$ cat src/hw/rtl/rtn_pkg.sv
package rtn_pkg;

  localparam int MUL_XW   = 36;
  localparam int MUL_YW   = 19;
  localparam int PROD_W   = MUL_XW + MUL_YW;
  localparam int ACC_W    = 74;
  localparam int QW       = 56;
  localparam int T_W      = 32;
  localparam int DIST_W   = 36;
  localparam int HI_SHIFT = 18;
  localparam int CNT_W    = 16;

  typedef logic signed [15:0]       coord_t;
  typedef logic signed [16:0]       diff_t;
  typedef logic signed [MUL_XW-1:0] mulx_t;
  typedef logic signed [MUL_YW-1:0] muly_t;
  typedef logic signed [PROD_W-1:0] prod_t;
  typedef logic signed [ACC_W-1:0]  acc_t;
  typedef logic signed [QW-1:0]     quo_t;

  typedef struct packed {
    coord_t a_x;
    coord_t a_y;
    coord_t a_z;
    coord_t b_x;
    coord_t b_y;
    coord_t b_z;
    coord_t c_x;
    coord_t c_y;
    coord_t c_z;
    logic   last_triangle;
  } rtn_in_t;

  typedef struct packed {
    coord_t             hit_x;
    coord_t             hit_y;
    coord_t             hit_z;
    logic [CNT_W-1:0]   hit_count;
  } rtn_out_t;

  typedef struct packed {
    coord_t [2:0] a;
    coord_t [2:0] b;
    coord_t [2:0] c;
    diff_t  [2:0] e1;
    diff_t  [2:0] e2;
    diff_t  [2:0] aq;
    logic         last;
  } rtn_item_t;

  typedef enum logic [3:0] {
    DST_N0,
    DST_N1,
    DST_N2,
    DST_NUM,
    DST_DEN,
    DST_P0,
    DST_P1,
    DST_P2,
    DST_X0,
    DST_X1,
    DST_X2,
    DST_SIGN,
    DST_DIST
  } dst_t;

  typedef struct packed {
    logic issue;
    logic first;
    logic last;
    logic neg;
    logic hi;
    dst_t dst;
  } mac_ctrl_t;

  typedef struct packed {
    logic en;
    dst_t dst;
    acc_t acc;
  } mac_res_t;

  typedef enum logic [3:0] {
    BK_IDLE,
    BK_NORM,
    BK_ABS,
    BK_RANGE,
    BK_DIV,
    BK_POINT,
    BK_EDGE,
    BK_DIST,
    BK_UPDATE,
    BK_EMIT
  } bk_state_t;

  typedef enum logic [2:0] {
    CFG_ORIGIN_X,
    CFG_ORIGIN_Y,
    CFG_ORIGIN_Z,
    CFG_DIR_X,
    CFG_DIR_Y,
    CFG_DIR_Z
  } cfg_idx_t;

  localparam coord_t DIR_Z_RESET = 16'sd256;

endpackage

$ cat src/hw/rtl/rtn_front.sv
module rtn_front (
  input  logic                       clk,
  input  logic                       rst_n,
  input  logic                       in_valid,
  output logic                       in_stall,
  input  rtn_pkg::rtn_in_t           in_word,
  input  rtn_pkg::coord_t [2:0]      org,
  output logic                       q_valid,
  input  logic                       q_pop,
  output rtn_pkg::rtn_item_t         q_item
);

  localparam int DEPTH = 2;
  localparam int PW    = $clog2(DEPTH);
  localparam int CW    = $clog2(DEPTH + 1);

  rtn_pkg::rtn_item_t item_in;
  rtn_pkg::rtn_item_t mem_r [DEPTH];
  logic [PW-1:0]      wptr_r;
  logic [PW-1:0]      rptr_r;
  logic [CW-1:0]      cnt_r;
  logic               wr;

  always_comb begin
    item_in.a[0] = in_word.a_x;
    item_in.a[1] = in_word.a_y;
    item_in.a[2] = in_word.a_z;
    item_in.b[0] = in_word.b_x;
    item_in.b[1] = in_word.b_y;
    item_in.b[2] = in_word.b_z;
    item_in.c[0] = in_word.c_x;
    item_in.c[1] = in_word.c_y;
    item_in.c[2] = in_word.c_z;
    item_in.last = in_word.last_triangle;
    for (int i = 0; i < 3; i++) begin
      item_in.e1[i] = rtn_pkg::diff_t'($signed(item_in.b[i]))
                    - rtn_pkg::diff_t'($signed(item_in.a[i]));
      item_in.e2[i] = rtn_pkg::diff_t'($signed(item_in.c[i]))
                    - rtn_pkg::diff_t'($signed(item_in.a[i]));
      item_in.aq[i] = rtn_pkg::diff_t'($signed(item_in.a[i]))
                    - rtn_pkg::diff_t'($signed(org[i]));
    end
  end

  assign in_stall = (cnt_r == CW'(DEPTH));
  assign wr       = in_valid && !in_stall;
  assign q_valid  = (cnt_r != '0);
  assign q_item   = mem_r[rptr_r];

  always_ff @(posedge clk) begin
    if (wr) begin
      mem_r[wptr_r] <= item_in;
    end
  end

  always_ff @(posedge clk) begin
    if (!rst_n) begin
      wptr_r <= '0;
      rptr_r <= '0;
      cnt_r  <= '0;
    end else begin
      if (wr) begin
        wptr_r <= wptr_r + PW'(1);
      end
      if (q_pop) begin
        rptr_r <= rptr_r + PW'(1);
      end
      if (wr && !q_pop) begin
        cnt_r <= cnt_r + CW'(1);
      end else if (!wr && q_pop) begin
        cnt_r <= cnt_r - CW'(1);
      end
    end
  end

endmodule

$ cat config.mk
export PLATFORM = sky130hd
export DESIGN_NAME = rtn_front
export DESIGN_NICKNAME = d
export VERILOG_FILES = /design/src/hw/rtl/rtn_pkg.sv /design/src/hw/rtl/rtn_front.sv
export SDC_FILE = /design/constraint.sdc
export NUM_CORES = 1
export LEC_CHECK = 0
export ABC_AREA = 1
export BUFFER_PORTS_ARGS = -buffer_cell sky130_fd_sc_hd__buf_2
export CAP_MARGIN = 10
export CELL_PAD_IN_SITES_DETAIL_PLACEMENT = 2
export CELL_PAD_IN_SITES_GLOBAL_PLACEMENT = 2
export CORE_MARGIN = 10
export CORE_UTILIZATION = 23
export DETAILED_ROUTE_END_ITERATION = 10
export PLACE_DENSITY_LB_ADDON = 0.1
export SLEW_MARGIN = 20
export SYNTH_ARGS = -nofsm -noshare
export SYNTH_HDL_FRONTEND = slang
export SYNTH_SLANG_ARGS = --single-unit
$ cat constraint.sdc
create_clock -name clk -period 13.95 [get_ports clk]
set_clock_uncertainty 0.2 [all_clocks]
set_input_delay 0 -clock clk [delete_from_list [all_inputs] [get_ports clk]]
set_output_delay 0 -clock clk [all_outputs]
set_load 0.1 [all_outputs]
==> insert_results.sql <==
INSERT INTO impl_metrics (metric_group, metric, value, unit) VALUES
('status', 'outcome', 'finished clean', ''),
('synthesis', 'post-synth-top-count-cell', 'sky130_fd_sc_hd__nand2_1', ''),
('synthesis', 'synth_top_cell_area_share', '56.3', '%'),
('finish', 'count_of_antenna_diodes_in_the_layout', '0', ''),
('clock_tree', 'clk_latency', '0.67', 'ns'),
('synthesis', 'synthesis.instances', '2858', ''),
('worst_setup_path', 'crit-reg2reg-launch', 'cnt_r[1]$_SDFFE_PN0P_', ''),
('synthesis', 'netlist_area', '31800', 'µm²'),
('drt', 'first_iter_violations', '768', ''),
('global_route', 'first_global_vias', '26500', ''),
('worst_setup_path', 'crit_end', 'q_item[28]', ''),
('power_and_ir_drop', 'reported_leakage_power', '19.5', 'nW'),
('sta', 'timing.setup.tns', '0', 'ns'),
('worst_setup_path', 'timing.critical_path.slowest_stage_cell', 'sky130_fd_sc_hd__buf_4', ''),
('worst_setup_path', 'worstSetupPathDepth', '5', ''),
('worst_setup_path', 'worst_setup_path_category', 'flip-flop to output port', ''),
('worst_setup_path', 'timing.critical_path.mode_cell', 'sky130_fd_sc_hd__buf_4', ''),
('sta', 'timing.fmax', '211', 'MHz'),
('floorplan', 'die_w', '392', 'µm'),
('sta', 'maxSlewViolCount', '0', ''),
('worst_setup_path', 'crit-reg2reg-capture', 'mem_r[1][144]$_DFFE_PP_', ''),
('floorplan', 'ioPinCount', '497', ''),
('finish', 'final_nets', '4119', ''),
('clock_tree', 'cts.reportedPaths.clkPinSlew', '0.06', 'ns'),
('placed_design', 'dpl-instance-area', '36300', 'µm²'),
('synthesis', 'async_flop_share', '0', '%'),
('synthesis', 'post-synth-top-area-cell', 'sky130_fd_sc_hd__edfxtp_1', ''),
('sta', 'layout_worst_path_cycle_share', '34.0', '%'),
('synthesis', 'yosysSeqAreaShare', '56.6', '%'),
('global_route', 'grt_first_pass_wirelength', '171000', 'µm'),
('worst_setup_path', 'worst_reg_to_reg_cells', '6', ''),
('global_route', 'grt_antenna_before_repair', '1', ''),
('synthesis', 'synthesis.nets', '3209', ''),
('worst_setup_path', 'worst-r2r-setup-slack', '10.40', 'ns'),
('synthesis', 'postSynthAreaPerCell', '11.1', 'µm²'),
('clock_tree', 'cts_made_buffers', '77', ''),
('drt', 'detail_route.wirelength', '115000', 'µm'),
('global_route', 'grt_remaining_overflow', '0', ''),
('clock_tree', 'cts_tree', 'yes', ''),
('synthesis', 'synth_enable_flop_cells', '596', ''),
('min_path', 'timing.hold.worst.class', 'primary input to flip-flop', ''),
('sta', 'unrepaired_setup_endpoints_after_global_routing', 'false', ''),
('drt', 'antenna_violating_nets_left', '0', ''),
('floorplan', 'core', '137000', 'µm²'),
('clock_tree', 'cts_max_path_buffers', '3', ''),
('worst_setup_path', 'crit_arrival', '4.54', 'ns'),
('synthesis', 'synth.distinct_cells', '19', ''),
('finish', 'fillerInstances', '14900', ''),
('worst_setup_path', 'crit_chain', 'buf_4 -> buf_4 -> buf_4 -> mux2_2 -> buf_2', ''),
('global_route', 'grt_start_max_net_pins', '142', ''),
('drt', 'drc', '0', ''),
('floorplan', 'fp-row-count', '136', ''),
('synthesis', 'synth_top_cells_by_area', 'sky130_fd_sc_hd__edfxtp_1 56%, sky130_fd_sc_hd__mux2_4 10%, sky130_fd_sc_hd__nand2_1 10%', ''),
('finish', 'synthToLayoutAreaGrowth', '33.4', '%'),
('worst_setup_path', 'worst_ep_required_time', '13.75', 'ns'),
('sta', 'tightest_slew', '1.07', 'ns'),
('floorplan', 'floorplan.die_area', '154000', 'µm²'),
('synthesis', 'ys.flop_type', 'sky130_fd_sc_hd__edfxtp_1', ''),
('clock_tree', 'postCtsSetupRepairBufs', '0', ''),
('synthesis', 'synth_commonest_cells', '849 x sky130_fd_sc_hd__nand2_1, 596 x sky130_fd_sc_hd__edfxtp_1, 539 x sky130_fd_sc_hd__inv_1, 220 x sky130_fd_sc_hd__mux2_4, 145 x sky130_fd_sc_hd__ha_1', ''),
('synthesis', 'ys_ff_latch', '601', ''),
('clock_tree', 'cts_root_buf', 'sky130_fd_sc_hd__clkbuf_16', ''),
('placed_design', 'placed_cells_incl_taps', '5130', ''),
('drt', 'route.detailed.vias_per_inst', '4.12', ''),
('power_and_ir_drop', 'power_density', '148', 'nW/µm²'),
('sta', 'minimum_clock_period_after_layout', '4.74', 'ns'),
('finish', 'layout.cells.non_filler', '5622', ''),
('drt', 'via_count', '23200', ''),
('sta', 'hold_viol', '0', ''),
('power_and_ir_drop', 'ir_drop', '0.0000884', 'V'),
('clock_tree', 'cts.sink_count', '601', '');
## per-layer routing
metal	wire length (µm)	track usage (%)	vias up
met5	0	0	-
met4	2220	3.33	0
met3	5690	3.48	117
met2	58700	26.7	386
met1	47900	17.5	11400
li1	-	-	11200
## registers in the layout, indices dropped and copies added (netlist names), named ones only
| register | cells |
|---|---|
| mem_r | 596 |
| cnt_r | 2 |
| rptr_r | 1 |
| wptr_r | 1 |
## report_power, final
group          total, W  leakage, nW  internal, W  switching, W
clock network   0.00201         1.22      0.00120      0.000812
logic           0.00197         12.7     0.000468       0.00150
registers       0.00228         5.61      0.00223     0.0000509
total           0.00626         19.5      0.00389       0.00237
## area by class of cell
cell class / instances / area (µm²) / area share [%]
Sequential cell: 601 / 18000 / 42.5
Clock inverter: 45 / 468 / 1.10
Inverter: 539 / 2020 / 4.77
Multi-Input combinational cell: 1685 / 11500 / 27.0
Clock buffer: 94 / 2050 / 4.85
Timing Repair Buffer: 864 / 6150 / 14.5
Tap cell: 1794 / 2240 / 5.29
## cells by family after synthesis
logic type                 Yosys count  synth area share [%]
and+or+nand+nor                   1072                  13.3
buffers and inverters              572                  7.39
xor gates and xnor gates            63                  1.74
AOI/OAI and AO/OA                   98                  1.54
adders and majority gates          154                  6.27
DFF                                601                  56.6
muxes                              298                  13.2
## metrics by stage
step | hold slack (ns) | power, W | setup slack (ns)
4_1_cts | 0.0205 | 0.00639 | 9.04
6_report | 0.0520 | 0.00626 | 9.21
2_1_floorplan | -0.101 | 0.00382 | 4.93
3_5_place_dp | -0.00208 | 0.00424 | 9.83
5_1_grt | 0.0394 | 0.00656 | 8.92
3_3_place_gp | -0.00501 | 0.00421 | 9.92
## timing repair
item / in CTS / in global routing
setup endpoints to repair: 0 / 0
hold buffers: 352 / 0
endpoints found under the hold margin: 632 / 0
gates resized for setup: 0 / 0
## layout by cell type, fill, tap and decap left out, drive strengths merged
cell type / Yosys / layout
inv: 539 / 542
nor2: 73 / 73
clkinvlp: 0 / 6
edfxtp: 596 / 596
xnor2: 21 / 21
buf: 33 / 512
fa: 9 / 9
or2: 12 / 12
clkbuf: 0 / 94
nand3: 102 / 102
clkinv: 0 / 28
ha: 145 / 145
o21ai: 5 / 5
xor2: 42 / 42
nor3: 36 / 36
dlygate4sd3: 0 / 352
mux2: 298 / 298
bufinv: 0 / 8
a21oi: 93 / 93
nand2: 849 / 849
dfxtp: 5 / 5
## worst min path at each step
stage                            from                       to  slack (ns)  cells after the start
after detailed placement   in_word[0]    mem_r[1][0]$_DFFE_PP_      -0.002                      1
after CTS                 in_word[98]  mem_r[1][283]$_DFFE_PP_        0.02                      2
after floorplan            in_word[0]    mem_r[0][0]$_DFFE_PP_       -0.10                      0
after global routing      in_word[98]  mem_r[0][283]$_DFFE_PP_        0.04                      2
final                     in_word[98]  mem_r[1][283]$_DFFE_PP_        0.05                      2
after global placement     in_word[0]    mem_r[1][0]$_DFFE_PP_      -0.005                      1
Power figures use the tool's default switching activity.
