File: src/hw/rtl/rtn_pkg.sv
package rtn_pkg;

  localparam int MUL_XW   = 36;
  localparam int MUL_YW   = 19;
  localparam int PROD_W   = MUL_XW + MUL_YW;
  localparam int ACC_W    = 74;
  localparam int QW       = 56;
  localparam int T_W      = 32;
  localparam int DIST_W   = 36;
  localparam int HI_SHIFT = 18;
  localparam int CNT_W    = 16;

  typedef logic signed [15:0]       coord_t;
  typedef logic signed [16:0]       diff_t;
  typedef logic signed [MUL_XW-1:0] mulx_t;
  typedef logic signed [MUL_YW-1:0] muly_t;
  typedef logic signed [PROD_W-1:0] prod_t;
  typedef logic signed [ACC_W-1:0]  acc_t;
  typedef logic signed [QW-1:0]     quo_t;

  typedef struct packed {
    coord_t a_x;
    coord_t a_y;
    coord_t a_z;
    coord_t b_x;
    coord_t b_y;
    coord_t b_z;
    coord_t c_x;
    coord_t c_y;
    coord_t c_z;
    logic   last_triangle;
  } rtn_in_t;

  typedef struct packed {
    coord_t             hit_x;
    coord_t             hit_y;
    coord_t             hit_z;
    logic [CNT_W-1:0]   hit_count;
  } rtn_out_t;

  typedef struct packed {
    coord_t [2:0] a;
    coord_t [2:0] b;
    coord_t [2:0] c;
    diff_t  [2:0] e1;
    diff_t  [2:0] e2;
    diff_t  [2:0] aq;
    logic         last;
  } rtn_item_t;

  typedef enum logic [3:0] {
    DST_N0,
    DST_N1,
    DST_N2,
    DST_NUM,
    DST_DEN,
    DST_P0,
    DST_P1,
    DST_P2,
    DST_X0,
    DST_X1,
    DST_X2,
    DST_SIGN,
    DST_DIST
  } dst_t;

  typedef struct packed {
    logic issue;
    logic first;
    logic last;
    logic neg;
    logic hi;
    dst_t dst;
  } mac_ctrl_t;

  typedef struct packed {
    logic en;
    dst_t dst;
    acc_t acc;
  } mac_res_t;

  typedef enum logic [3:0] {
    BK_IDLE,
    BK_NORM,
    BK_ABS,
    BK_RANGE,
    BK_DIV,
    BK_POINT,
    BK_EDGE,
    BK_DIST,
    BK_UPDATE,
    BK_EMIT
  } bk_state_t;

  typedef enum logic [2:0] {
    CFG_ORIGIN_X,
    CFG_ORIGIN_Y,
    CFG_ORIGIN_Z,
    CFG_DIR_X,
    CFG_DIR_Y,
    CFG_DIR_Z
  } cfg_idx_t;

  localparam coord_t DIR_Z_RESET = 16'sd256;

endpackage

File: src/hw/rtl/rtn_mac.sv
module rtn_mac (
  input  logic                clk,
  input  logic                rst_n,
  input  rtn_pkg::mac_ctrl_t  ctrl,
  input  rtn_pkg::mulx_t      op_x,
  input  rtn_pkg::muly_t      op_y,
  output rtn_pkg::mac_res_t   res
);

  rtn_pkg::prod_t     prod_r;
  rtn_pkg::mac_ctrl_t ctrl_r;
  rtn_pkg::acc_t      acc_r;
  rtn_pkg::acc_t      acc_nxt;
  rtn_pkg::acc_t      base;
  rtn_pkg::acc_t      term;

  always_comb begin
    base    = ctrl_r.first ? '0 : acc_r;
    term    = rtn_pkg::acc_t'(prod_r) <<< (ctrl_r.hi ? rtn_pkg::HI_SHIFT : 0);
    acc_nxt = ctrl_r.neg ? (base - term) : (base + term);
  end

  assign res.en  = ctrl_r.issue && ctrl_r.last;
  assign res.dst = ctrl_r.dst;
  assign res.acc = acc_nxt;

  always_ff @(posedge clk) begin
    prod_r <= rtn_pkg::prod_t'(op_x * op_y);
    if (ctrl_r.issue) begin
      acc_r <= acc_nxt;
    end
  end

  always_ff @(posedge clk) begin
    if (!rst_n) begin
      ctrl_r <= '0;
    end else begin
      ctrl_r <= ctrl;
    end
  end

endmodule

File: src/hw/rtl/rtn_back.sv
module rtn_back #(
  parameter logic [31:0] MAX_HITS = 32'd65535
) (
  input  logic                   clk,
  input  logic                   rst_n,
  input  rtn_pkg::coord_t [2:0]  org,
  input  rtn_pkg::coord_t [2:0]  dir,
  input  logic                   q_valid,
  output logic                   q_pop,
  input  rtn_pkg::rtn_item_t     q_item,
  output logic                   out_valid,
  input  logic                   out_stall,
  output rtn_pkg::rtn_out_t      out_word
);

  localparam logic [rtn_pkg::CNT_W-1:0] CNT_LIMIT =
    (MAX_HITS < 32'd65535) ? MAX_HITS[rtn_pkg::CNT_W-1:0] : '1;

  rtn_pkg::bk_state_t state_r, state_nxt;
  logic [4:0]         step_r, step_nxt;
  logic [1:0]         edge_r, edge_nxt;

  rtn_pkg::mac_ctrl_t mc;
  rtn_pkg::mulx_t     mx;
  rtn_pkg::muly_t     my;
  rtn_pkg::mac_res_t  res;

  rtn_pkg::rtn_item_t it_r;
  rtn_pkg::mulx_t     n_r  [3];
  rtn_pkg::mulx_t     xc_r [3];
  rtn_pkg::quo_t      num_r, den_r;
  logic [rtn_pkg::QW-1:0]  un_r, ud_r;
  logic [rtn_pkg::QW-1:0]  rem_r;
  logic [rtn_pkg::T_W-1:0] dvd_r, t_r;
  logic               sign_bad_r;
  rtn_pkg::coord_t    p_r [3];
  rtn_pkg::diff_t     d_r [3];
  rtn_pkg::diff_t     u_r [3];
  rtn_pkg::diff_t     w_r [3];
  logic               cand_r, oor_r, any_pos_r, any_neg_r;
  logic [rtn_pkg::DIST_W-1:0] dist_r;

  logic [rtn_pkg::CNT_W-1:0]  hits_r;
  logic [rtn_pkg::DIST_W-1:0] best_r;
  rtn_pkg::coord_t            bp_r [3];
  logic                       out_valid_r;
  rtn_pkg::rtn_out_t          out_word_r;

  rtn_pkg::coord_t [2:0] sv, ev;
  logic [rtn_pkg::QW:0]  rem_sh;
  logic                  ge;
  logic [1:0]            pidx;
  logic signed [32:0]    psum;
  logic                  oor;
  logic                  hit;
  logic                  slot_free;
  logic                  reject;

  rtn_mac u_mac (
    .clk   (clk),
    .rst_n (rst_n),
    .ctrl  (mc),
    .op_x  (mx),
    .op_y  (my),
    .res   (res)
  );

  assign out_valid = out_valid_r;
  assign out_word  = out_word_r;
  assign slot_free = !out_valid_r || !out_stall;
  assign hit       = cand_r && !(any_pos_r && any_neg_r);
  assign reject    = sign_bad_r || ((un_r >> 16) >= ud_r);

  always_comb begin
    case (edge_r)
      2'd0:    begin sv = it_r.a; ev = it_r.b; end
      2'd1:    begin sv = it_r.b; ev = it_r.c; end
      default: begin sv = it_r.c; ev = it_r.a; end
    endcase
    rem_sh = {rem_r, dvd_r[rtn_pkg::T_W-1]};
    ge     = (rem_sh >= {1'b0, ud_r});
    case (res.dst)
      rtn_pkg::DST_P1: pidx = 2'd1;
      rtn_pkg::DST_P2: pidx = 2'd2;
      default:         pidx = 2'd0;
    endcase
    psum = 33'($signed(org[pidx])) + 33'($signed(res.acc[47:16]));
    oor  = !((&psum[32:15]) || !(|psum[32:15]));
  end

  always_comb begin
    state_nxt = state_r;
    step_nxt  = step_r + 5'd1;
    edge_nxt  = edge_r;
    q_pop     = 1'b0;
    mc        = '0;
    mx        = '0;
    my        = '0;
    case (state_r)
      rtn_pkg::BK_IDLE: begin
        step_nxt = '0;
        if (q_valid) begin
          q_pop     = 1'b1;
          state_nxt = rtn_pkg::BK_NORM;
        end
      end
      rtn_pkg::BK_NORM: begin
        case (step_r)
          5'd0: begin
            mx = rtn_pkg::mulx_t'($signed(it_r.e1[1]));
            my = rtn_pkg::muly_t'($signed(it_r.e2[2]));
            mc.issue = 1'b1; mc.first = 1'b1;
          end
          5'd1: begin
            mx = rtn_pkg::mulx_t'($signed(it_r.e1[2]));
            my = rtn_pkg::muly_t'($signed(it_r.e2[1]));
            mc.issue = 1'b1; mc.neg = 1'b1; mc.last = 1'b1; mc.dst = rtn_pkg::DST_N0;
          end
          5'd2: begin
            mx = rtn_pkg::mulx_t'($signed(it_r.e1[2]));
            my = rtn_pkg::muly_t'($signed(it_r.e2[0]));
            mc.issue = 1'b1; mc.first = 1'b1;
          end
          5'd3: begin
            mx = rtn_pkg::mulx_t'($signed(it_r.e1[0]));
            my = rtn_pkg::muly_t'($signed(it_r.e2[2]));
            mc.issue = 1'b1; mc.neg = 1'b1; mc.last = 1'b1; mc.dst = rtn_pkg::DST_N1;
          end
          5'd4: begin
            mx = rtn_pkg::mulx_t'($signed(it_r.e1[0]));
            my = rtn_pkg::muly_t'($signed(it_r.e2[1]));
            mc.issue = 1'b1; mc.first = 1'b1;
          end
          5'd5: begin
            mx = rtn_pkg::mulx_t'($signed(it_r.e1[1]));
            my = rtn_pkg::muly_t'($signed(it_r.e2[0]));
            mc.issue = 1'b1; mc.neg = 1'b1; mc.last = 1'b1; mc.dst = rtn_pkg::DST_N2;
          end
          5'd7: begin
            mx = n_r[0];
            my = rtn_pkg::muly_t'($signed(it_r.aq[0]));
            mc.issue = 1'b1; mc.first = 1'b1;
          end
          5'd8: begin
            mx = n_r[1];
            my = rtn_pkg::muly_t'($signed(it_r.aq[1]));
            mc.issue = 1'b1;
          end
          5'd9: begin
            mx = n_r[2];
            my = rtn_pkg::muly_t'($signed(it_r.aq[2]));
            mc.issue = 1'b1; mc.last = 1'b1; mc.dst = rtn_pkg::DST_NUM;
          end
          5'd10: begin
            mx = n_r[0];
            my = rtn_pkg::muly_t'($signed(dir[0]));
            mc.issue = 1'b1; mc.first = 1'b1;
          end
          5'd11: begin
            mx = n_r[1];
            my = rtn_pkg::muly_t'($signed(dir[1]));
            mc.issue = 1'b1;
          end
          5'd12: begin
            mx = n_r[2];
            my = rtn_pkg::muly_t'($signed(dir[2]));
            mc.issue = 1'b1; mc.last = 1'b1; mc.dst = rtn_pkg::DST_DEN;
          end
          5'd13: begin
            state_nxt = rtn_pkg::BK_ABS;
            step_nxt  = '0;
          end
          default: ;
        endcase
      end
      rtn_pkg::BK_ABS: begin
        state_nxt = rtn_pkg::BK_RANGE;
        step_nxt  = '0;
      end
      rtn_pkg::BK_RANGE: begin
        step_nxt  = '0;
        state_nxt = reject ? rtn_pkg::BK_UPDATE : rtn_pkg::BK_DIV;
      end
      rtn_pkg::BK_DIV: begin
        if (step_r == 5'd31) begin
          state_nxt = rtn_pkg::BK_POINT;
          step_nxt  = '0;
        end
      end
      rtn_pkg::BK_POINT: begin
        case (step_r)
          5'd0, 5'd1, 5'd2: begin
            mx = rtn_pkg::mulx_t'({4'b0, t_r});
            my = rtn_pkg::muly_t'($signed(dir[step_r[1:0]]));
            mc.issue = 1'b1; mc.first = 1'b1; mc.last = 1'b1;
            case (step_r[1:0])
              2'd0:    mc.dst = rtn_pkg::DST_P0;
              2'd1:    mc.dst = rtn_pkg::DST_P1;
              default: mc.dst = rtn_pkg::DST_P2;
            endcase
          end
          5'd4: begin
            step_nxt  = '0;
            edge_nxt  = '0;
            state_nxt = oor_r ? rtn_pkg::BK_UPDATE : rtn_pkg::BK_EDGE;
          end
          default: ;
        endcase
      end
      rtn_pkg::BK_EDGE: begin
        case (step_r)
          5'd1: begin
            mx = rtn_pkg::mulx_t'($signed(u_r[1]));
            my = rtn_pkg::muly_t'($signed(w_r[2]));
            mc.issue = 1'b1; mc.first = 1'b1;
          end
          5'd2: begin
            mx = rtn_pkg::mulx_t'($signed(u_r[2]));
            my = rtn_pkg::muly_t'($signed(w_r[1]));
            mc.issue = 1'b1; mc.neg = 1'b1; mc.last = 1'b1; mc.dst = rtn_pkg::DST_X0;
          end
          5'd3: begin
            mx = rtn_pkg::mulx_t'($signed(u_r[2]));
            my = rtn_pkg::muly_t'($signed(w_r[0]));
            mc.issue = 1'b1; mc.first = 1'b1;
          end
          5'd4: begin
            mx = rtn_pkg::mulx_t'($signed(u_r[0]));
            my = rtn_pkg::muly_t'($signed(w_r[2]));
            mc.issue = 1'b1; mc.neg = 1'b1; mc.last = 1'b1; mc.dst = rtn_pkg::DST_X1;
          end
          5'd5: begin
            mx = rtn_pkg::mulx_t'($signed(u_r[0]));
            my = rtn_pkg::muly_t'($signed(w_r[1]));
            mc.issue = 1'b1; mc.first = 1'b1;
          end
          5'd6: begin
            mx = rtn_pkg::mulx_t'($signed(u_r[1]));
            my = rtn_pkg::muly_t'($signed(w_r[0]));
            mc.issue = 1'b1; mc.neg = 1'b1; mc.last = 1'b1; mc.dst = rtn_pkg::DST_X2;
          end
          5'd8, 5'd10, 5'd12: begin
            mx = xc_r[step_r[2:1]];
            my = rtn_pkg::muly_t'($signed(n_r[step_r[2:1]][35:18]));
            mc.issue = 1'b1; mc.hi = 1'b1; mc.first = (step_r == 5'd8);
          end
          5'd9, 5'd11, 5'd13: begin
            mx = xc_r[step_r[2:1]];
            my = rtn_pkg::muly_t'({1'b0, n_r[step_r[2:1]][17:0]});
            mc.issue = 1'b1;
            mc.last  = (step_r == 5'd13);
            mc.dst   = rtn_pkg::DST_SIGN;
          end
          5'd14: begin
            step_nxt = '0;
            if (edge_r == 2'd2) begin
              state_nxt = rtn_pkg::BK_DIST;
            end else begin
              edge_nxt = edge_r + 2'd1;
            end
          end
          default: ;
        endcase
      end
      rtn_pkg::BK_DIST: begin
        case (step_r)
          5'd0, 5'd1, 5'd2: begin
            mx = rtn_pkg::mulx_t'($signed(d_r[step_r[1:0]]));
            my = rtn_pkg::muly_t'($signed(d_r[step_r[1:0]]));
            mc.issue = 1'b1;
            mc.first = (step_r == 5'd0);
            mc.last  = (step_r == 5'd2);
            mc.dst   = rtn_pkg::DST_DIST;
          end
          5'd4: begin
            state_nxt = rtn_pkg::BK_UPDATE;
            step_nxt  = '0;
          end
          default: ;
        endcase
      end
      rtn_pkg::BK_UPDATE: begin
        step_nxt  = '0;
        state_nxt = it_r.last ? rtn_pkg::BK_EMIT : rtn_pkg::BK_IDLE;
      end
      rtn_pkg::BK_EMIT: begin
        step_nxt = '0;
        if (slot_free) begin
          state_nxt = rtn_pkg::BK_IDLE;
        end
      end
      default: begin
        state_nxt = rtn_pkg::BK_IDLE;
        step_nxt  = '0;
      end
    endcase
  end

  always_ff @(posedge clk) begin
    if (!rst_n) begin
      state_r     <= rtn_pkg::BK_IDLE;
      step_r      <= '0;
      edge_r      <= '0;
      hits_r      <= '0;
      best_r      <= '1;
      bp_r        <= '{default: '0};
      out_valid_r <= 1'b0;
    end else begin
      state_r <= state_nxt;
      step_r  <= step_nxt;
      edge_r  <= edge_nxt;
      if (state_r == rtn_pkg::BK_UPDATE && hit) begin
        if (hits_r < CNT_LIMIT) begin
          hits_r <= hits_r + 16'd1;
        end
        if (dist_r < best_r) begin
          best_r <= dist_r;
          bp_r   <= p_r;
        end
      end
      if (state_r == rtn_pkg::BK_EMIT && slot_free) begin
        hits_r      <= '0;
        best_r      <= '1;
        bp_r        <= '{default: '0};
        out_valid_r <= 1'b1;
      end else if (!out_stall) begin
        out_valid_r <= 1'b0;
      end
    end
  end

  always_ff @(posedge clk) begin
    if (q_pop) begin
      it_r      <= q_item;
      cand_r    <= 1'b1;
      oor_r     <= 1'b0;
      any_pos_r <= 1'b0;
      any_neg_r <= 1'b0;
    end
    if (state_r == rtn_pkg::BK_ABS) begin
      un_r       <= num_r[rtn_pkg::QW-1] ? rtn_pkg::QW'(-num_r) : num_r;
      ud_r       <= den_r[rtn_pkg::QW-1] ? rtn_pkg::QW'(-den_r) : den_r;
      sign_bad_r <= (den_r == '0)
                 || ((num_r != '0) && (num_r[rtn_pkg::QW-1] != den_r[rtn_pkg::QW-1]));
    end
    if (state_r == rtn_pkg::BK_RANGE) begin
      rem_r <= un_r >> 16;
      dvd_r <= {un_r[15:0], 16'h0000};
      t_r   <= '0;
      if (reject) begin
        cand_r <= 1'b0;
      end
    end
    if (state_r == rtn_pkg::BK_DIV) begin
      rem_r <= ge ? rtn_pkg::QW'(rem_sh - {1'b0, ud_r}) : rem_sh[rtn_pkg::QW-1:0];
      t_r   <= {t_r[rtn_pkg::T_W-2:0], ge};
      dvd_r <= dvd_r << 1;
    end
    if (state_r == rtn_pkg::BK_POINT && step_r == 5'd4 && oor_r) begin
      cand_r <= 1'b0;
    end
    if (state_r == rtn_pkg::BK_EDGE && step_r == 5'd0) begin
      for (int i = 0; i < 3; i++) begin
        u_r[i] <= rtn_pkg::diff_t'($signed(sv[i])) - rtn_pkg::diff_t'($signed(p_r[i]));
        w_r[i] <= rtn_pkg::diff_t'($signed(ev[i])) - rtn_pkg::diff_t'($signed(p_r[i]));
      end
    end
    if (state_r == rtn_pkg::BK_EMIT && slot_free) begin
      out_word_r.hit_x     <= bp_r[0];
      out_word_r.hit_y     <= bp_r[1];
      out_word_r.hit_z     <= bp_r[2];
      out_word_r.hit_count <= hits_r;
    end
    if (res.en) begin
      case (res.dst)
        rtn_pkg::DST_N0:   n_r[0]  <= res.acc[rtn_pkg::MUL_XW-1:0];
        rtn_pkg::DST_N1:   n_r[1]  <= res.acc[rtn_pkg::MUL_XW-1:0];
        rtn_pkg::DST_N2:   n_r[2]  <= res.acc[rtn_pkg::MUL_XW-1:0];
        rtn_pkg::DST_NUM:  num_r   <= res.acc[rtn_pkg::QW-1:0];
        rtn_pkg::DST_DEN:  den_r   <= res.acc[rtn_pkg::QW-1:0];
        rtn_pkg::DST_P0, rtn_pkg::DST_P1, rtn_pkg::DST_P2: begin
          p_r[pidx] <= psum[15:0];
          d_r[pidx] <= res.acc[32:16];
          if (oor) begin
            oor_r <= 1'b1;
          end
        end
        rtn_pkg::DST_X0:   xc_r[0] <= res.acc[rtn_pkg::MUL_XW-1:0];
        rtn_pkg::DST_X1:   xc_r[1] <= res.acc[rtn_pkg::MUL_XW-1:0];
        rtn_pkg::DST_X2:   xc_r[2] <= res.acc[rtn_pkg::MUL_XW-1:0];
        rtn_pkg::DST_SIGN: begin
          if (res.acc[rtn_pkg::ACC_W-1]) begin
            any_neg_r <= 1'b1;
          end else if (|res.acc) begin
            any_pos_r <= 1'b1;
          end
        end
        rtn_pkg::DST_DIST: dist_r  <= res.acc[rtn_pkg::DIST_W-1:0];
        default: ;
      endcase
    end
  end

endmodule
File: config.mk
export PLATFORM = sky130hd
export DESIGN_NAME = rtn_back
export DESIGN_NICKNAME = d
export VERILOG_FILES = /design/src/hw/rtl/rtn_pkg.sv /design/src/hw/rtl/rtn_mac.sv /design/src/hw/rtl/rtn_back.sv
export SDC_FILE = /design/constraint.sdc
export NUM_CORES = 2
export LEC_CHECK = 0
export BUFFER_PORTS_ARGS = -buffer_cell sky130_fd_sc_hd__buf_2
export CAP_MARGIN = 20
export CORE_ASPECT_RATIO = 1.25
export CORE_UTILIZATION = 55
export DETAILED_ROUTE_END_ITERATION = 8
export PLACE_DENSITY = 0.78
export REMOVE_ABC_BUFFERS = 1
export SLEW_MARGIN = 40
export SYNTH_ARGS = -nofsm -noshare
export SYNTH_HDL_FRONTEND = slang
export SYNTH_SLANG_ARGS = --single-unit
File: constraint.sdc
create_clock -name clk -period 10.85 [get_ports clk]
set_input_delay 2.17 -clock clk [delete_from_list [all_inputs] [get_ports clk]]
set_output_delay 2.17 -clock clk [all_outputs]
set_load 0.01 [all_outputs]
==> metrics list <==
- Outcome: complete, no violations
- Global router's overall resource usage: 0.370
* Hold Buf Count CTS: 0
* Largest area contributor in the synthesized netlist: sky130_fd_sc_hd__edfxtp_1
* Wire length of the first global-routing pass: 479000 µm
- For this run, the slowest stage of the critical path takes 600 ps.
* CTS tree: done
- Core Footprint: 172000 µm²
- Antenna Nets Post-Route: 0
* Shortest clock period the worst path allows after layout: 10420 ps
- The endpoint identified for the worst register-to-register timing path is u_mac.prod_r[47]$_DFF_P_.
- For this run, design rule violations remaining after detail routing come to 0.
- The startpoint identified for the worst register-to-register timing path is step_r[1]$_SDFF_PN0_.
- Wires add up to 327000 µm.
- The total overflow left after global routing is 0.
- Routed length per instance: 27.0 µm
* Startpoint types: flop
- Number of global-route vias before repair: 76212
* Die W: 375 µm
* Hold path startpoint: bp_r[0]$_SDFFE_PP0P_
- Number of design-rule violations left by the first detailed-router iteration: 8550
* Number of vias in the routed layout: 76053
* Maximum number of pins on one net before global-route repair: 166
* Clock-pin slew of the registers on the worst-case setup and hold paths: 70 ps
- The area growth from synthesis to layout is 11.9%.
- Core Util, Final: 0.622
- Worst endpoint data arrival time: 11100 ps
- After synthesis, the share of flip-flops with an asynchronous set or reset is 0.
- Along the worst hold path, the cell count comes to 0.
* Port bufs: 463
- In this design, the critical path's most frequently occurring cell is sky130_fd_sc_hd__fa_1.
- Half-perimeter wire length of the detailed placement result: 256000 µm
- Netlist Area Pre-Place: 95800 µm²
- Worst min-delay path category: reg -> reg
- Setup repair after global routing left no endpoint under its margin.
* Transition at the pin with the smallest max-transition slack: 1020 ps
- Power share of the combinational group: 0.564
- Share of the cycle needed by the critical path after routing: 0.960
- Synthesis Warnings: 0
- Total I/O pin count: 464
- Instance count of the mapped netlist: 9293
* Leak pwr: 0.0443 µW
- Max_slew headroom: 0.318
- Initial antenna violation count: 42
- After detailed routing, the number of vias per cell comes to 6.28.
* Switch Pwr: 15300 µW
- Clock buffer count from CTS: 144
* Total count of max-transition violations in the final report: 0
* Depth of the CTS H-tree: 4
- The internal power of the cells totals 16200 µW.
* Die H: 469 µm
- The count of endpoints failing hold in the final timing report came to 0.
* Placement row count: 170
- For this configuration, the core starts out at a cell density of 0.556.
- The first TritonRoute pass finished after 8 iterations.
- The critical path is of the reg -> reg type.
- Share of cells above drive strength 1: 0.115
* Synth Area in Compound Gates: 0.126
- Critical path capture point type: flop
- Cell area after layout: 107000 µm²
- Routability-driven placement finished with a final weighted congestion of 1.01.
* Max Root-Sink Buffers: 3
* Worst-case hold slack: 393 ps
- Total negative slack for setup checks: 0 ps
* Clock tree skew after final layout: 101 ps
* Xor-xnor portion of the synthesized cell area: 0.0388
- Setup violations, final: 0
- Summing all placed instances gives a cell area of 102000 µm².
- By area the synthesized netlist is led by sky130_fd_sc_hd__edfxtp_1, sky130_fd_sc_hd__fa_1, sky130_fd_sc_hd__ha_1.
* Synthesized flop and latch total: 1398
- WP data required: 11530 ps
* End point of the most critical hold path: out_word[16]$_DFFE_PP_
- The net count of the finished layout is 11301.
- Counting distinct cell types in the post-synthesis netlist gives 88.
- Proportion of synthesized area in mux cells: 0.0197
* Sequential share of power: 0.272
- The floorplan step defined a die boundary enclosing 176000 µm².
- Maximum fanout count along the critical path: 23
- Fraction of synthesized cell area taken by the top area cell type: 0.382
- Critical path's slowest cell: sky130_fd_sc_hd__fa_1
- Portion of total power attributed to the clock network: 0.163
- Across the run, the number of max-cap violations was 0.
* Number of flops mapped to enable cells by yosys: 1218
* R2R cell count: 35
- Of the total power, the share spent switching nets is 0.485.
- A synthesized cell averages 10.3 µm².
- The worst-case IR drop observed on VDD is 628 µV.
- Derived from the worst setup path, the maximum achievable clock frequency is 0.0960 GHz.
- The clock net in this run drives a total of 1398 sinks.
- Of the total synthesized cell area, the portion taken by AND, OR, NAND and NOR gates is 0.137.
- Clk Latency, worst-skew pair: 870 ps
- Setup slack on the worst reg-to-reg path comes out at 430 ps.
* Power per cell area: 294 nW/µm²
* PnR Total Power: 31500 µW
- The tree is rooted in a sky130_fd_sc_hd__clkbuf_16.
- The share of the Yosys chip area taken by registers is 0.419.
- Of the total synthesized cell area, the portion taken by full adders, half adders and majority gates is 0.204.
- For this run, the leading register cell type out of synthesis is sky130_fd_sc_hd__edfxtp_1.
* Main combinational cell family by area after synthesis: adder cells
[per-layer routing]
metal  global-route usage  wire length [µm]  vias up
met3               0.0745             30300     1021
met1                0.437            117000    37319
met5                    0               130        -
met4                0.250             25500       18
li1                     -                 -    33370
met2                0.612            155000     4325
[cells by family (layout without fill, tap and decap cells)]
group,after synthesis,count (layout)
AND/OR/NAND/NOR,2869,2869
buffers and inverters,1421,1990
XOR/XNOR,424,424
flip-flops,1398,1398
multiplexers,188,188
AO/OA/AOI/OAI,1833,1833
other,0,19
adder cells (fa/ha/maj),1160,1160
[power groups by stage]
stage	clock network [µW]	logic, µW	registers (µW)
2_1_floorplan	0	9370	8590
3_3_place_gp	0	16900	8660
3_5_place_dp	0	17200	8670
4_1_cts	5180	17300	8560
5_1_grt	5370	18800	8600
6_report	5150	17800	8580
[Yosys cell counts, types with 154 or more instances]
cell,count
sky130_fd_sc_hd__a22oi_1,193
sky130_fd_sc_hd__dfxtp_1,180
sky130_fd_sc_hd__nor2_1,711
sky130_fd_sc_hd__nand3_1,171
sky130_fd_sc_hd__edfxtp_1,1218
sky130_fd_sc_hd__clkbuf_1,393
sky130_fd_sc_hd__inv_1,972
sky130_fd_sc_hd__fa_1,668
sky130_fd_sc_hd__xor2_1,154
sky130_fd_sc_hd__ha_1,492
sky130_fd_sc_hd__a21oi_1,391
sky130_fd_sc_hd__nand2_1,1168
sky130_fd_sc_hd__mux2i_1,183
sky130_fd_sc_hd__xnor2_1,270
sky130_fd_sc_hd__o21ai_0,445
[registers in the layout (all words and copies together), names as in the netlist, 16 cells and up]
signal,cells
t_r,32
p_r,48
u_mac.prod_r,55
un_r,56
hits_r,16
den_r,56
w_r,51
bp_r,48
xc_r,108
dist_r,36
it_r,298
dvd_r,16
u_mac.acc_r,74
d_r,51
out_word,64
n_r,108
num_r,56
rem_r,56
u_r,51
ud_r,56
best_r,36
[what timing repair did]
item	in CTS	in global routing
buffers inserted	0	3
setup endpoints to repair	0	6
resized for setup	0	4
[worst max-delay path: cells and delay by family, from the launching register on]
kind / cells / cell delay [ps]
and+or+nand+nor: 10 / 2700
DFF: 1 / 370
buffers and inverters: 5 / 760
AOI/OAI and AO/OA: 10 / 2140
xor gates and xnor gates: 1 / 130
adders and majority gates: 9 / 4140
[layout make-up]
cell class              instances  area, µm²
clock inverters                91       1130
inverters                     973       3660
well taps                    2236       2800
flip-flops and latches       1398      40200
multi-input cells            6474      50900
repair buffers                752       4700
diodes                         19       47.5
fillers                     13692      65000
clock buffers                 174       3790
[stage by stage]
step | worst slack [ps] | std cells
finish | 431 | 12117
global route | 12.2 | 12105
CTS | 401 | 12089
detailed placement | 373 | 11824
global placement | 332 | 11820
floorplan | -6650 | 8845
[cell usage in the layout (no fill, tap or decap), drive strengths merged, types with 175 or more instances in the layout]
master / netlist / layout
edfxtp: 1218 / 1218
nand2: 1168 / 1168
inv: 972 / 978
buf: 55 / 751
nor2: 711 / 711
fa: 668 / 668
ha: 492 / 492
o21ai: 449 / 449
a21oi: 391 / 391
xnor2: 270 / 270
a22oi: 193 / 193
mux2i: 183 / 183
dfxtp: 180 / 180
clkbuf: 393 / 175
[worst max-delay path by stage]
stage / end / startpoint / cells past startpoint
final: u_mac.prod_r[47]$_DFF_P_ / step_r[1]$_SDFF_PN0_ / 35
after global routing: u_mac.prod_r[50]$_DFF_P_ / step_r[1]$_SDFF_PN0_ / 34
after CTS: u_mac.prod_r[54]$_DFF_P_ / step_r[1]$_SDFF_PN0_ / 36
after detailed placement: u_mac.prod_r[54]$_DFF_P_ / dir[47] / 31
after global placement: u_mac.prod_r[50]$_DFF_P_ / dir[15] / 34
after floorplan: u_mac.prod_r[50]$_DFF_P_ / step_r[1]$_SDFF_PN0_ / 33
Power figures use the tool's default switching activity.
